===== config.mk =====
export PLATFORM = sky130hd
export DESIGN_NAME = force_feedback_smoother_core_flat
export DESIGN_NICKNAME = d
export VERILOG_FILES = /design/src/sv/ffs_pkg.sv /design/src/sv/ffs_in_if.sv /design/src/sv/ffs_out_if.sv /design/src/sv/ffs_divider.sv /design/src/sv/ffs_hist_mem.sv /design/src/sv/force_feedback_smoother_core.sv /design/src/flat_wrapper.sv
export SDC_FILE = /design/constraint.sdc
export NUM_CORES = 2
export LEC_CHECK = 0
export BUFFER_PORTS_ARGS = -buffer_cell sky130_fd_sc_hd__buf_4
export CORE_MARGIN = 2
export CORE_UTILIZATION = 45
export CTS_BUF_LIST = sky130_fd_sc_hd__clkbuf_2 sky130_fd_sc_hd__clkbuf_4 sky130_fd_sc_hd__clkbuf_8
export DETAILED_ROUTE_END_ITERATION = 10
export PLACE_DENSITY = 0.66
export SYNTH_ARGS = -nofsm -noshare
export SYNTH_HDL_FRONTEND = slang
export SYNTH_SLANG_ARGS = --single-unit

===== constraint.sdc =====
create_clock -name clk -period 6.6 [get_ports clk]
set_input_delay 1.32 -clock clk [delete_from_list [all_inputs] [get_ports clk]]
set_output_delay 1.32 -clock clk [all_outputs]
set_load 0.03 [all_outputs]

===== src/sv/ffs_pkg.sv =====
// ----------------------------------------------------------------------------
// ffs_pkg
// Shared types and constants of the force feedback smoother.
// ----------------------------------------------------------------------------
package ffs_pkg;

  localparam int FORCE_W    = 32;
  localparam int SPEED_W    = 24;
  localparam int TORQUE_W   = 16;
  localparam int LIMIT_W    = 31;
  localparam int WEIGHT_W   = 7;
  localparam int CFG_IDX_W  = 2;
  localparam int CFG_DATA_W = 31;

  localparam logic [CFG_IDX_W-1:0] REG_MAX_FORCE = 2'd0;
  localparam logic [CFG_IDX_W-1:0] REG_SMOOTHING = 2'd1;
  localparam logic [CFG_IDX_W-1:0] REG_INVERT    = 2'd2;

  localparam logic [LIMIT_W-1:0]        MAX_FORCE_RESET = 31'd1280000;
  localparam logic [WEIGHT_W-1:0]       FULL_WEIGHT     = 7'd100;
  localparam logic signed [SPEED_W-1:0] SLOW_SPEED      = 24'sd6400;

  typedef enum logic [3:0] {
    S_IDLE,
    S_CLAMP,
    S_FRAC_GO,
    S_FRAC_WAIT,
    S_SCALE,
    S_SUM,
    S_AVG_GO,
    S_AVG_WAIT,
    S_STORE,
    S_OUT
  } state_t;

  typedef struct packed {
    logic busy;
    logic done;
  } div_status_t;

endpackage


===== src/sv/ffs_in_if.sv =====
// ----------------------------------------------------------------------------
// ffs_in_if
// Telemetry sample channel: valid/ready with force and speed.
// ----------------------------------------------------------------------------
interface ffs_in_if;
  logic                                      valid;
  logic                                      ready;
  logic signed [ffs_pkg::FORCE_W-1:0]        arm_force;
  logic signed [ffs_pkg::SPEED_W-1:0]        vehicle_speed;

  modport source (output valid, output arm_force, output vehicle_speed, input ready);
  modport sink   (input valid, input arm_force, input vehicle_speed, output ready);
endinterface


===== src/sv/ffs_out_if.sv =====
// ----------------------------------------------------------------------------
// ffs_out_if
// Result channel: valid/ready with torque fraction and force echo.
// ----------------------------------------------------------------------------
interface ffs_out_if;
  logic                                      valid;
  logic                                      ready;
  logic signed [ffs_pkg::TORQUE_W-1:0]       torque_fraction;
  logic signed [ffs_pkg::FORCE_W-1:0]        raw_force_echo;

  modport source (output valid, output torque_fraction, output raw_force_echo, input ready);
  modport sink   (input valid, input torque_fraction, input raw_force_echo, output ready);
endinterface


===== src/sv/ffs_divider.sv =====
// ----------------------------------------------------------------------------
// ffs_divider
// Restoring divider, one quotient bit per cycle. Dividend is hi*2^FB + lo
// with hi not above the divisor, so the quotient fits in FB+1 bits.
// ----------------------------------------------------------------------------
module ffs_divider #(
  parameter int DW = 31,
  parameter int FB = 14
) (
  input  logic                        clk,
  input  logic                        rst,
  input  logic                        start,
  input  logic [DW-1:0]               hi,
  input  logic [FB-1:0]               lo,
  input  logic [DW-1:0]               divisor,
  output ffs_pkg::div_status_t        status,
  output logic [FB:0]                 quot
);

  localparam int CNT_W = $clog2(FB + 2);

  logic [DW:0]      rem;
  logic [FB-1:0]    lo_sh;
  logic [DW-1:0]    dvs;
  logic [CNT_W-1:0] cnt;
  logic             first;
  logic             busy;
  logic             done;

  logic [DW:0]      cand;
  logic [DW:0]      diff;
  logic             ge;

  always_comb begin
    cand = first ? rem : {rem[DW-1:0], lo_sh[FB-1]};
    ge   = cand >= {1'b0, dvs};
    diff = cand - {1'b0, dvs};
  end

  always_ff @(posedge clk) begin
    if (rst) begin
      busy <= 1'b0;
      done <= 1'b0;
      cnt  <= '0;
    end else begin
      done <= 1'b0;
      if (start) begin
        busy <= 1'b1;
        cnt  <= CNT_W'(FB + 1);
      end else if (busy) begin
        cnt <= cnt - CNT_W'(1);
        if (cnt == CNT_W'(1)) begin
          busy <= 1'b0;
          done <= 1'b1;
        end
      end
    end
  end

  always_ff @(posedge clk) begin
    if (start) begin
      rem   <= {1'b0, hi};
      lo_sh <= lo;
      dvs   <= divisor;
      first <= 1'b1;
    end else if (busy) begin
      rem   <= ge ? diff : cand;
      quot  <= {quot[FB-1:0], ge};
      first <= 1'b0;
      if (!first) begin
        lo_sh <= lo_sh << 1;
      end
    end
  end

  assign status.busy = busy;
  assign status.done = done;

endmodule


===== src/sv/ffs_hist_mem.sv =====
// ----------------------------------------------------------------------------
// ffs_hist_mem
// History window storage: one write port, one registered read port.
// ----------------------------------------------------------------------------
module ffs_hist_mem #(
  parameter int DEPTH = 20,
  parameter int DW    = 16
) (
  input  logic                      clk,
  input  logic                      rd_en,
  input  logic [$clog2(DEPTH)-1:0]  rd_addr,
  output logic [DW-1:0]             rd_data,
  input  logic                      wr_en,
  input  logic [$clog2(DEPTH)-1:0]  wr_addr,
  input  logic [DW-1:0]             wr_data
);

  logic [DW-1:0] mem [DEPTH];

  always_ff @(posedge clk) begin
    if (wr_en) begin
      mem[wr_addr] <= wr_data;
    end
  end

  always_ff @(posedge clk) begin
    if (rd_en) begin
      rd_data <= mem[rd_addr];
    end
  end

endmodule


===== src/sv/force_feedback_smoother_core.sv =====
// ----------------------------------------------------------------------------
// force_feedback_smoother_core
// Clamps and normalizes steering force, then smooths it against a window of
// past fractions held in a history memory.
//
// in_ch carries arm_force and vehicle_speed; out_ch returns torque_fraction
// (2^FRACTION_BITS is full scale) and raw_force_echo. Registers are written
// through cfg_we/cfg_index/cfg_data; the user must do so only while the
// block is idle, which the block itself does not enforce. One item is in
// work at a time. With two or more fractions held an item passes through
// the single restoring divider twice, once for normalizing and once for
// the average, one quotient bit per cycle; otherwise it runs only the
// normalizing division. in_ch.ready is high again from the edge that loads
// the result into the output register, so a new item may enter while the
// last result still waits. If the receiver stalls, the finished item waits
// in the core until the output register frees up.
// Reset empties the window, clears the sum and restores register defaults;
// the history memory itself needs no clearing pass.
// ----------------------------------------------------------------------------
module force_feedback_smoother_core #(
  parameter int WINDOW_DEPTH  = 20,
  parameter int FRACTION_BITS = 14
) (
  input  logic                              clk,
  input  logic                              rst,
  input  logic                              cfg_we,
  input  logic [ffs_pkg::CFG_IDX_W-1:0]     cfg_index,
  input  logic [ffs_pkg::CFG_DATA_W-1:0]    cfg_data,
  ffs_in_if.sink                            in_ch,
  ffs_out_if.source                         out_ch
);

  localparam int AW    = $clog2(WINDOW_DEPTH);
  localparam int CW    = $clog2(WINDOW_DEPTH + 1);
  localparam int FW    = FRACTION_BITS + 2;
  localparam int SUM_W = FRACTION_BITS + CW + 1;
  localparam int PA_W  = SUM_W + 8;
  localparam int PB_W  = FW + 8;
  localparam int NUM_W = SUM_W + 9;
  localparam int DEN_W = ffs_pkg::WEIGHT_W + CW + 1;
  localparam int LW    = ffs_pkg::LIMIT_W;

  // configuration
  logic [LW-1:0]                  max_force;
  logic [ffs_pkg::WEIGHT_W-1:0]   smoothing_pct;
  logic                           invert;

  // control
  ffs_pkg::state_t                state;
  ffs_pkg::state_t                state_next;
  logic [CW-1:0]                  fill_count;
  logic [AW-1:0]                  oldest_pointer;
  logic signed [SUM_W-1:0]        history_sum;
  logic                           out_valid;

  // datapath
  logic signed [ffs_pkg::FORCE_W-1:0] force_q;
  logic signed [ffs_pkg::SPEED_W-1:0] speed_q;
  logic [LW-1:0]                  lim;
  logic [LW-1:0]                  mag;
  logic                           neg;
  logic [ffs_pkg::WEIGHT_W-1:0]   weight;
  logic signed [FW-1:0]           frac;
  logic signed [PA_W-1:0]         prod_a;
  logic signed [PB_W-1:0]         prod_b;
  logic [DEN_W-1:0]               den;
  logic [NUM_W-1:0]               num_mag;
  logic                           num_neg;
  logic signed [FW-1:0]           res;
  logic signed [ffs_pkg::TORQUE_W-1:0] torque;
  logic signed [ffs_pkg::FORCE_W-1:0]  echo;

  // fsm outputs
  logic                           in_ready;
  logic                           div_start;
  logic                           mem_wr;
  logic                           load_out;

  // combinational helpers
  logic                           in_acc;
  logic [LW-1:0]                  lim_c;
  logic [ffs_pkg::FORCE_W-1:0]    abs_f;
  logic [ffs_pkg::WEIGHT_W-1:0]   wc;
  logic signed [FW-1:0]           q_s;
  logic signed [NUM_W-1:0]        num_s;
  logic [LW-1:0]                  div_hi;
  logic [FRACTION_BITS-1:0]       div_lo;
  logic [LW-1:0]                  div_d;
  logic [CW:0]                    pos_sum;
  logic [AW-1:0]                  wr_pos;
  logic                           full;
  logic [FW-1:0]                  old_frac;

  ffs_pkg::div_status_t           div_st;
  logic [FRACTION_BITS:0]         quot;

  assign in_acc = in_ch.valid && in_ready;
  assign full   = fill_count == CW'(WINDOW_DEPTH);
  assign wc     = ffs_pkg::FULL_WEIGHT - weight;
  assign q_s    = signed'({1'b0, quot});

  always_comb begin
    lim_c   = (max_force == '0) ? LW'(1) : max_force;
    abs_f   = force_q[ffs_pkg::FORCE_W-1] ? ffs_pkg::FORCE_W'(-force_q)
                                          : ffs_pkg::FORCE_W'(force_q);
    num_s   = NUM_W'(prod_a) + NUM_W'(prod_b);
    pos_sum = (CW + 1)'(oldest_pointer) + (CW + 1)'(fill_count);
    if (pos_sum >= (CW + 1)'(WINDOW_DEPTH)) begin
      wr_pos = AW'(pos_sum - (CW + 1)'(WINDOW_DEPTH));
    end else begin
      wr_pos = AW'(pos_sum);
    end
    if (full) begin
      wr_pos = oldest_pointer;
    end
    if (state == ffs_pkg::S_AVG_GO) begin
      div_hi = LW'(num_mag[NUM_W-1:FRACTION_BITS]);
      div_lo = num_mag[FRACTION_BITS-1:0];
      div_d  = LW'(den);
    end else begin
      div_hi = mag;
      div_lo = '0;
      div_d  = lim;
    end
  end

  ffs_divider #(
    .DW (LW),
    .FB (FRACTION_BITS)
  ) u_div (
    .clk     (clk),
    .rst     (rst),
    .start   (div_start),
    .hi      (div_hi),
    .lo      (div_lo),
    .divisor (div_d),
    .status  (div_st),
    .quot    (quot)
  );

  ffs_hist_mem #(
    .DEPTH (WINDOW_DEPTH),
    .DW    (FW)
  ) u_mem (
    .clk     (clk),
    .rd_en   (in_acc),
    .rd_addr (oldest_pointer),
    .rd_data (old_frac),
    .wr_en   (mem_wr),
    .wr_addr (wr_pos),
    .wr_data (frac)
  );

  // next state
  always_comb begin
    state_next = state;
    unique case (state)
      ffs_pkg::S_IDLE: begin
        if (in_ch.valid) begin
          state_next = ffs_pkg::S_CLAMP;
        end
      end
      ffs_pkg::S_CLAMP:     state_next = ffs_pkg::S_FRAC_GO;
      ffs_pkg::S_FRAC_GO:   state_next = ffs_pkg::S_FRAC_WAIT;
      ffs_pkg::S_FRAC_WAIT: begin
        if (div_st.done) begin
          state_next = (fill_count > CW'(1)) ? ffs_pkg::S_SCALE : ffs_pkg::S_STORE;
        end
      end
      ffs_pkg::S_SCALE:     state_next = ffs_pkg::S_SUM;
      ffs_pkg::S_SUM:       state_next = ffs_pkg::S_AVG_GO;
      ffs_pkg::S_AVG_GO:    state_next = ffs_pkg::S_AVG_WAIT;
      ffs_pkg::S_AVG_WAIT: begin
        if (div_st.done) begin
          state_next = ffs_pkg::S_STORE;
        end
      end
      ffs_pkg::S_STORE:     state_next = ffs_pkg::S_OUT;
      ffs_pkg::S_OUT: begin
        if (!out_valid || out_ch.ready) begin
          state_next = ffs_pkg::S_IDLE;
        end
      end
      default:              state_next = ffs_pkg::S_IDLE;
    endcase
  end

  // fsm outputs
  always_comb begin
    in_ready  = 1'b0;
    div_start = 1'b0;
    mem_wr    = 1'b0;
    load_out  = 1'b0;
    unique case (state)
      ffs_pkg::S_IDLE:     in_ready  = 1'b1;
      ffs_pkg::S_FRAC_GO,
      ffs_pkg::S_AVG_GO:   div_start = 1'b1;
      ffs_pkg::S_STORE:    mem_wr    = 1'b1;
      ffs_pkg::S_OUT:      load_out  = !out_valid || out_ch.ready;
      default: begin
      end
    endcase
  end

  // control registers
  always_ff @(posedge clk) begin
    if (rst) begin
      state          <= ffs_pkg::S_IDLE;
      max_force      <= ffs_pkg::MAX_FORCE_RESET;
      smoothing_pct  <= '0;
      invert         <= 1'b0;
      fill_count     <= '0;
      oldest_pointer <= '0;
      history_sum    <= '0;
      out_valid      <= 1'b0;
    end else begin
      state <= state_next;
      if (cfg_we) begin
        unique case (cfg_index)
          ffs_pkg::REG_MAX_FORCE: max_force     <= cfg_data[LW-1:0];
          ffs_pkg::REG_SMOOTHING: smoothing_pct <= cfg_data[ffs_pkg::WEIGHT_W-1:0];
          ffs_pkg::REG_INVERT:    invert        <= cfg_data[0];
          default: begin
          end
        endcase
      end
      if (mem_wr) begin
        history_sum <= history_sum - (full ? SUM_W'(signed'(old_frac)) : SUM_W'(0))
                       + SUM_W'(frac);
        if (full) begin
          oldest_pointer <= (oldest_pointer == AW'(WINDOW_DEPTH - 1)) ? '0
                            : oldest_pointer + AW'(1);
        end else begin
          fill_count <= fill_count + CW'(1);
        end
      end
      if (load_out) begin
        out_valid <= 1'b1;
      end else if (out_ch.ready) begin
        out_valid <= 1'b0;
      end
    end
  end

  // datapath registers
  always_ff @(posedge clk) begin
    if (in_acc) begin
      force_q <= in_ch.arm_force;
      speed_q <= in_ch.vehicle_speed;
    end
    if (state == ffs_pkg::S_CLAMP) begin
      lim <= lim_c;
      mag <= (abs_f > {1'b0, lim_c}) ? lim_c : abs_f[LW-1:0];
      neg <= force_q[ffs_pkg::FORCE_W-1];
      if (speed_q < ffs_pkg::SLOW_SPEED || smoothing_pct > ffs_pkg::FULL_WEIGHT) begin
        weight <= ffs_pkg::FULL_WEIGHT;
      end else begin
        weight <= smoothing_pct;
      end
    end
    if (state == ffs_pkg::S_FRAC_WAIT && div_st.done) begin
      frac <= neg ? -q_s : q_s;
      res  <= neg ? -q_s : q_s;
    end
    if (state == ffs_pkg::S_SCALE) begin
      prod_a <= signed'({1'b0, weight}) * history_sum;
      prod_b <= signed'({1'b0, wc}) * frac;
      den    <= DEN_W'(weight) * DEN_W'(fill_count) + DEN_W'(wc);
    end
    if (state == ffs_pkg::S_SUM) begin
      num_neg <= num_s[NUM_W-1];
      num_mag <= num_s[NUM_W-1] ? NUM_W'(-num_s) : NUM_W'(num_s);
    end
    if (state == ffs_pkg::S_AVG_WAIT && div_st.done) begin
      res <= num_neg ? -q_s : q_s;
    end
    if (mem_wr && invert) begin
      res <= -res;
    end
    if (load_out) begin
      torque <= ffs_pkg::TORQUE_W'(res);
      echo   <= force_q;
    end
  end

  assign in_ch.ready            = in_ready;
  assign out_ch.valid           = out_valid;
  assign out_ch.torque_fraction = torque;
  assign out_ch.raw_force_echo  = echo;

  a_fill_bound: assert property (@(posedge clk) disable iff (rst)
    fill_count <= CW'(WINDOW_DEPTH))
    else $error("history fill count beyond window depth");

  a_ptr_only_when_full: assert property (@(posedge clk) disable iff (rst)
    oldest_pointer != '0 |-> full)
    else $error("oldest pointer moved before window filled");

  a_div_done_waiting: assert property (@(posedge clk) disable iff (rst)
    div_st.done |-> (state == ffs_pkg::S_FRAC_WAIT || state == ffs_pkg::S_AVG_WAIT))
    else $error("divider finished outside a wait state");

  a_load_sets_valid: assert property (@(posedge clk) disable iff (rst)
    load_out |=> out_valid)
    else $error("finished item not presented");

endmodule


===== src/flat_wrapper.sv =====
// flat-port wrapper written by rule: the top's interface ports become plain ports
module force_feedback_smoother_core_flat 
#(
  parameter int WINDOW_DEPTH  = 20,
  parameter int FRACTION_BITS = 14
)
  (clk, rst, cfg_we, cfg_index, cfg_data, in_ch_valid, in_ch_arm_force, in_ch_vehicle_speed, in_ch_ready, out_ch_valid, out_ch_torque_fraction, out_ch_raw_force_echo, out_ch_ready);
  ffs_in_if in_ch_i ();
  ffs_out_if out_ch_i ();
  input  logic clk;
  input  logic rst;
  input  logic cfg_we;
  input  logic [ffs_pkg::CFG_IDX_W-1:0] cfg_index;
  input  logic [ffs_pkg::CFG_DATA_W-1:0] cfg_data;
  input wire logic [$bits(in_ch_i.valid)-1:0] in_ch_valid;
  input wire logic [$bits(in_ch_i.arm_force)-1:0] in_ch_arm_force;
  input wire logic [$bits(in_ch_i.vehicle_speed)-1:0] in_ch_vehicle_speed;
  output wire logic [$bits(in_ch_i.ready)-1:0] in_ch_ready;
  output wire logic [$bits(out_ch_i.valid)-1:0] out_ch_valid;
  output wire logic [$bits(out_ch_i.torque_fraction)-1:0] out_ch_torque_fraction;
  output wire logic [$bits(out_ch_i.raw_force_echo)-1:0] out_ch_raw_force_echo;
  input wire logic [$bits(out_ch_i.ready)-1:0] out_ch_ready;
  assign in_ch_i.valid = in_ch_valid;
  assign in_ch_i.arm_force = in_ch_arm_force;
  assign in_ch_i.vehicle_speed = in_ch_vehicle_speed;
  assign in_ch_ready = in_ch_i.ready;
  assign out_ch_valid = out_ch_i.valid;
  assign out_ch_torque_fraction = out_ch_i.torque_fraction;
  assign out_ch_raw_force_echo = out_ch_i.raw_force_echo;
  assign out_ch_i.ready = out_ch_ready;
  force_feedback_smoother_core #(.WINDOW_DEPTH(WINDOW_DEPTH), .FRACTION_BITS(FRACTION_BITS)) u_core (.clk(clk), .rst(rst), .cfg_we(cfg_we), .cfg_index(cfg_index), .cfg_data(cfg_data), .in_ch(in_ch_i), .out_ch(out_ch_i));
endmodule

==> flow_summary.json <==
{
  "hold_class": "reg -> reg",
  "drt_first_pass_iters": 5,
  "worstPathRequired_ns": 7.17,
  "placed_area_mm2": 0.0506,
  "regArea_mm2": 0.0233,
  "wl_per_cell_um": 19.9,
  "dpl.hpwl_mm": 82.0,
  "rr_worst_depth": 21,
  "cts_tree": "done",
  "gp_congestion": 0.878,
  "cts.sinks": 802,
  "synthFlopType": "edfxtp_1",
  "floorplan.initialDensity_pct": 45.3,
  "row_count": 119,
  "die_h_um": 330,
  "finalSetupViolCount": 0,
  "die_w_um": 330,
  "skew_ns": 0.0535,
  "syn_inst": 3988,
  "antenna_found_initial": 6,
  "synth_area_leader_cell": "edfxtp_1",
  "crit_path_end_kind": "flip-flop",
  "syn_nets": 4575,
  "root_buffer": "clkbuf_8",
  "finalCriticalPeriod_ns": 6.27,
  "pwr-share-seq_pct": 40.1,
  "fmaxAchievable_mhz": 159,
  "synth_seq_area_share_pct": 48.8,
  "timing.final.hold_violations": 0,
  "io_pins": 144,
  "dp_slack_ns": 0.340,
  "num_vias": 30400,
  "fillerInstances": 9145,
  "grt_max_degree": 69,
  "synthDominantCellAreaShare_pct": 45.3,
  "clkPwrFrac_pct": 30.8,
  "use_met2_pct": 35.0,
  "synth_edf_count": 720,
  "grt_overflow": 0,
  "crit_arrival_ns": 6.84,
  "fin_ws_ns": 0.330,
  "synth_xor_area_share_pct": 4.06,
  "status": "finished, final reports clean",
  "synth_top_family_by_area": "adder cells",
  "critPathKind": "reg -> reg",
  "hold_buffers": 0,
  "clk_pin_slew_worst_paths_ns": 0.06,
  "grt_pass1_vias": 30600,
  "p_int_mw": 10.4,
  "p_switching_mw": 4.84,
  "drv_cap": 0,
  "yosys.area_share.simple_pct": 10.2,
  "rsz0062_at_grt": "false",
  "busiest_layer": "met2",
  "design.die.area_mm2": 0.109,
  "wl_mm": 113,
  "clock_latency_ns": 0.83,
  "tightestPinTransition_ns": 1.08,
  "synth.most_common_cell": "edfxtp_1",
  "coreArea_mm2": 0.105,
  "clk_path_buf_depth": 3,
  "post-route-period-util_pct": 95.0,
  "ctsResizeCount": 0,
  "power_frac_comb_pct": 29.1,
  "synth_compound_area_share_pct": 7.70,
  "synthTopCellsByArea": "edfxtp_1 (45%), fa_1 (9.9%), ha_1 (6.7%), mux4_2 (4.5%), inv_1 (3.9%)",
  "slew_violations": 0,
  "holdPathStages": 0,
  "leakage_nw": 21.1,
  "reg2reg_slack_ns": 0.33,
  "cts_setup_buffers": 0,
  "ir_worst_vdd_mv": 0.325,
  "synth_fa_ha_area_share_pct": 16.7,
  "async_flop_share_pct": 0,
  "ys_ff_latch": 802,
  "grt_pass1_wl_mm": 175,
  "totalPowerFinal_mw": 15.2,
  "r2r_end": "u_core.prod_b[22]",
  "rr_startpoint": "u_core.weight[0]",
  "drtAntennaViolNets": 0,
  "htreeDepth": 4,
  "hp-start": "u_core.res[5]",
  "setup-tns-final_ns": 0,
  "synthMuxAreaShare_pct": 7.39,
  "syn2layout_area_growth_pct": 12.1,
  "ys_top_cells_by_count": "edfxtp_1 (720), inv_1 (494), nand2_1 (324)",
  "drive_gt1_share_pct": 15.8,
  "multi_input_area_mm2": 0.0220,
  "yosysUniqueCellTypes": 74,
  "via_per_inst": 5.33,
  "grt_use_met3_pct": 3.16,
  "track_usage_pct": 21.0,
  "netlist_area_mm2": 0.0477,
  "drtIter0Drc": 2189,
  "numCtsBuffers": 139,
  "critPathMaxFanout": 6,
  "syn_avg_cell_area_um2": 12.0,
  "power_switching_share_pct": 31.7,
  "drcViolationCount": 0,
  "start_kind": "flip-flop",
  "final_nets": 4778,
  "p_per_area_mw_per_mm2": 285,
  "relSlewSlack_pct": 28.1,
  "use_met1_pct": 27.8,
  "hold_path_end": "u_core.out_ch.torque_fraction[5]",
  "final_area_mm2": 0.0535,
  "ys_warn_count": 0,
  "portBuffers": 135,
  "utilization_pct": 50.8
}
## cells by family (layout without fill, tap and decap cells)
group,Yosys count,count (layout)
and+or+nand+nor,1012,1012
DFF,802,802
buffers and inverters,660,980
AOI/OAI and AO/OA,580,580
adders and majority gates,493,493
xor gates and xnor gates,221,221
muxes,220,220
other,0,4
## worst max-delay path: stages, from the launching register on
cell and delay [ns]:
edfxtp_1 0.40, inv_1 0.10, ha_1 0.18, xor2_1 0.43, inv_1 0.26, buf_4 0.23
nor2_1 0.13, fa_1 0.46, fa_1 0.47, fa_1 0.55, inv_1 0.06, fa_1 0.53
inv_1 0.04, ha_1 0.33, or2_2 0.32, o311a_1 0.16, o31ai_1 0.43, o21bai_1 0.19
nand2b_1 0.11, a21boi_0 0.14, o41a_1 0.35, xor2_1 0.14
## per-layer routing
metal	up-vias	part of all wire, %	wire, µm
li1	14400	-	-
met1	15100	43	49100
met2	741	49	55300
met3	198	4.5	5090
met4	2	3.4	3800
met5	-	0.011	13
## power by group through the flow
stage / Combinational (mW) / Sequential (mW) / Clock, mW
6_report: 4.44 / 6.11 / 4.70
5_1_grt: 4.99 / 6.13 / 5.03
4_1_cts: 4.43 / 6.11 / 4.81
3_5_place_dp: 4.40 / 6.22 / 0
3_3_place_gp: 4.33 / 6.21 / 0
2_1_floorplan: 3.35 / 6.15 / 0
## worst max-delay path by stage
stage	end	depth (start not counted)	from	slack (ns)
after floorplan	u_core.prod_b[23]	26	u_core.weight[0]	0.33
after global placement	u_core.prod_b[22]	21	u_core.weight[0]	0.36
after detailed placement	u_core.prod_b[22]	21	u_core.weight[0]	0.34
after CTS	u_core.prod_b[22]	21	u_core.weight[0]	0.31
after global routing	u_core.prod_b[23]	26	u_core.weight[0]	0.04
final	u_core.prod_b[22]	21	u_core.weight[0]	0.33
## sequential cells by signal (all words and copies together), names as in the netlist, 5 cells and up
| signal | count |
|---|---|
| u_core.frac | 16 |
| u_core.u_div.quot | 15 |
| u_core.force_q | 32 |
| u_core.num_mag | 29 |
| u_core.max_force | 31 |
| u_core.lim | 31 |
| u_core.oldest_pointer | 5 |
| u_core.speed_q | 16 |
| u_core.weight | 7 |
| u_core.mag | 31 |
| u_core.u_mem.mem | 320 |
| u_core.u_div.dvs | 31 |
| u_core.out_ch.torque_fraction | 16 |
| u_core.out_ch.raw_force_echo | 32 |
| u_core.fill_count | 5 |
| u_core.smoothing_pct | 7 |
| u_core.den | 13 |
| u_core.u_div.lo_sh | 14 |
| u_core.history_sum | 20 |
| u_core.prod_b | 24 |
| u_core.res | 16 |
| u_core.u_div.rem | 32 |
| u_core.prod_a | 28 |
| u_core.u_mem.rd_data | 16 |
## cell usage in the layout (no fill, tap or decap), types with 152 or more instances in the layout
cell / instances
edfxtp_1: 720
nor2_1: 252
fa_1: 236
a21oi_1: 184
inv_1: 493
nand2_1: 324
and2_1: 152
buf_4: 225
ha_1: 257
xnor2_1: 158
## stage by stage
stage                     hold slack (ns)  instances
after floorplan                     0.424       3988
after global placement              0.461       5441
after detailed placement            0.464       5441
after CTS                           0.479       5699
after global routing                0.496       5703
final                               0.486       5703
## layout make-up
class	instances	share of cell area, %
sequential	802	43.5
timing repair buffer	227	3.22
antenna	4	0.0187
tap	1391	3.26
inverter	495	3.48
clock inverter	71	1.13
clock buffer	187	4.29
multi-input combinational	2526	41.1
(Power assumes the default switching activity.)
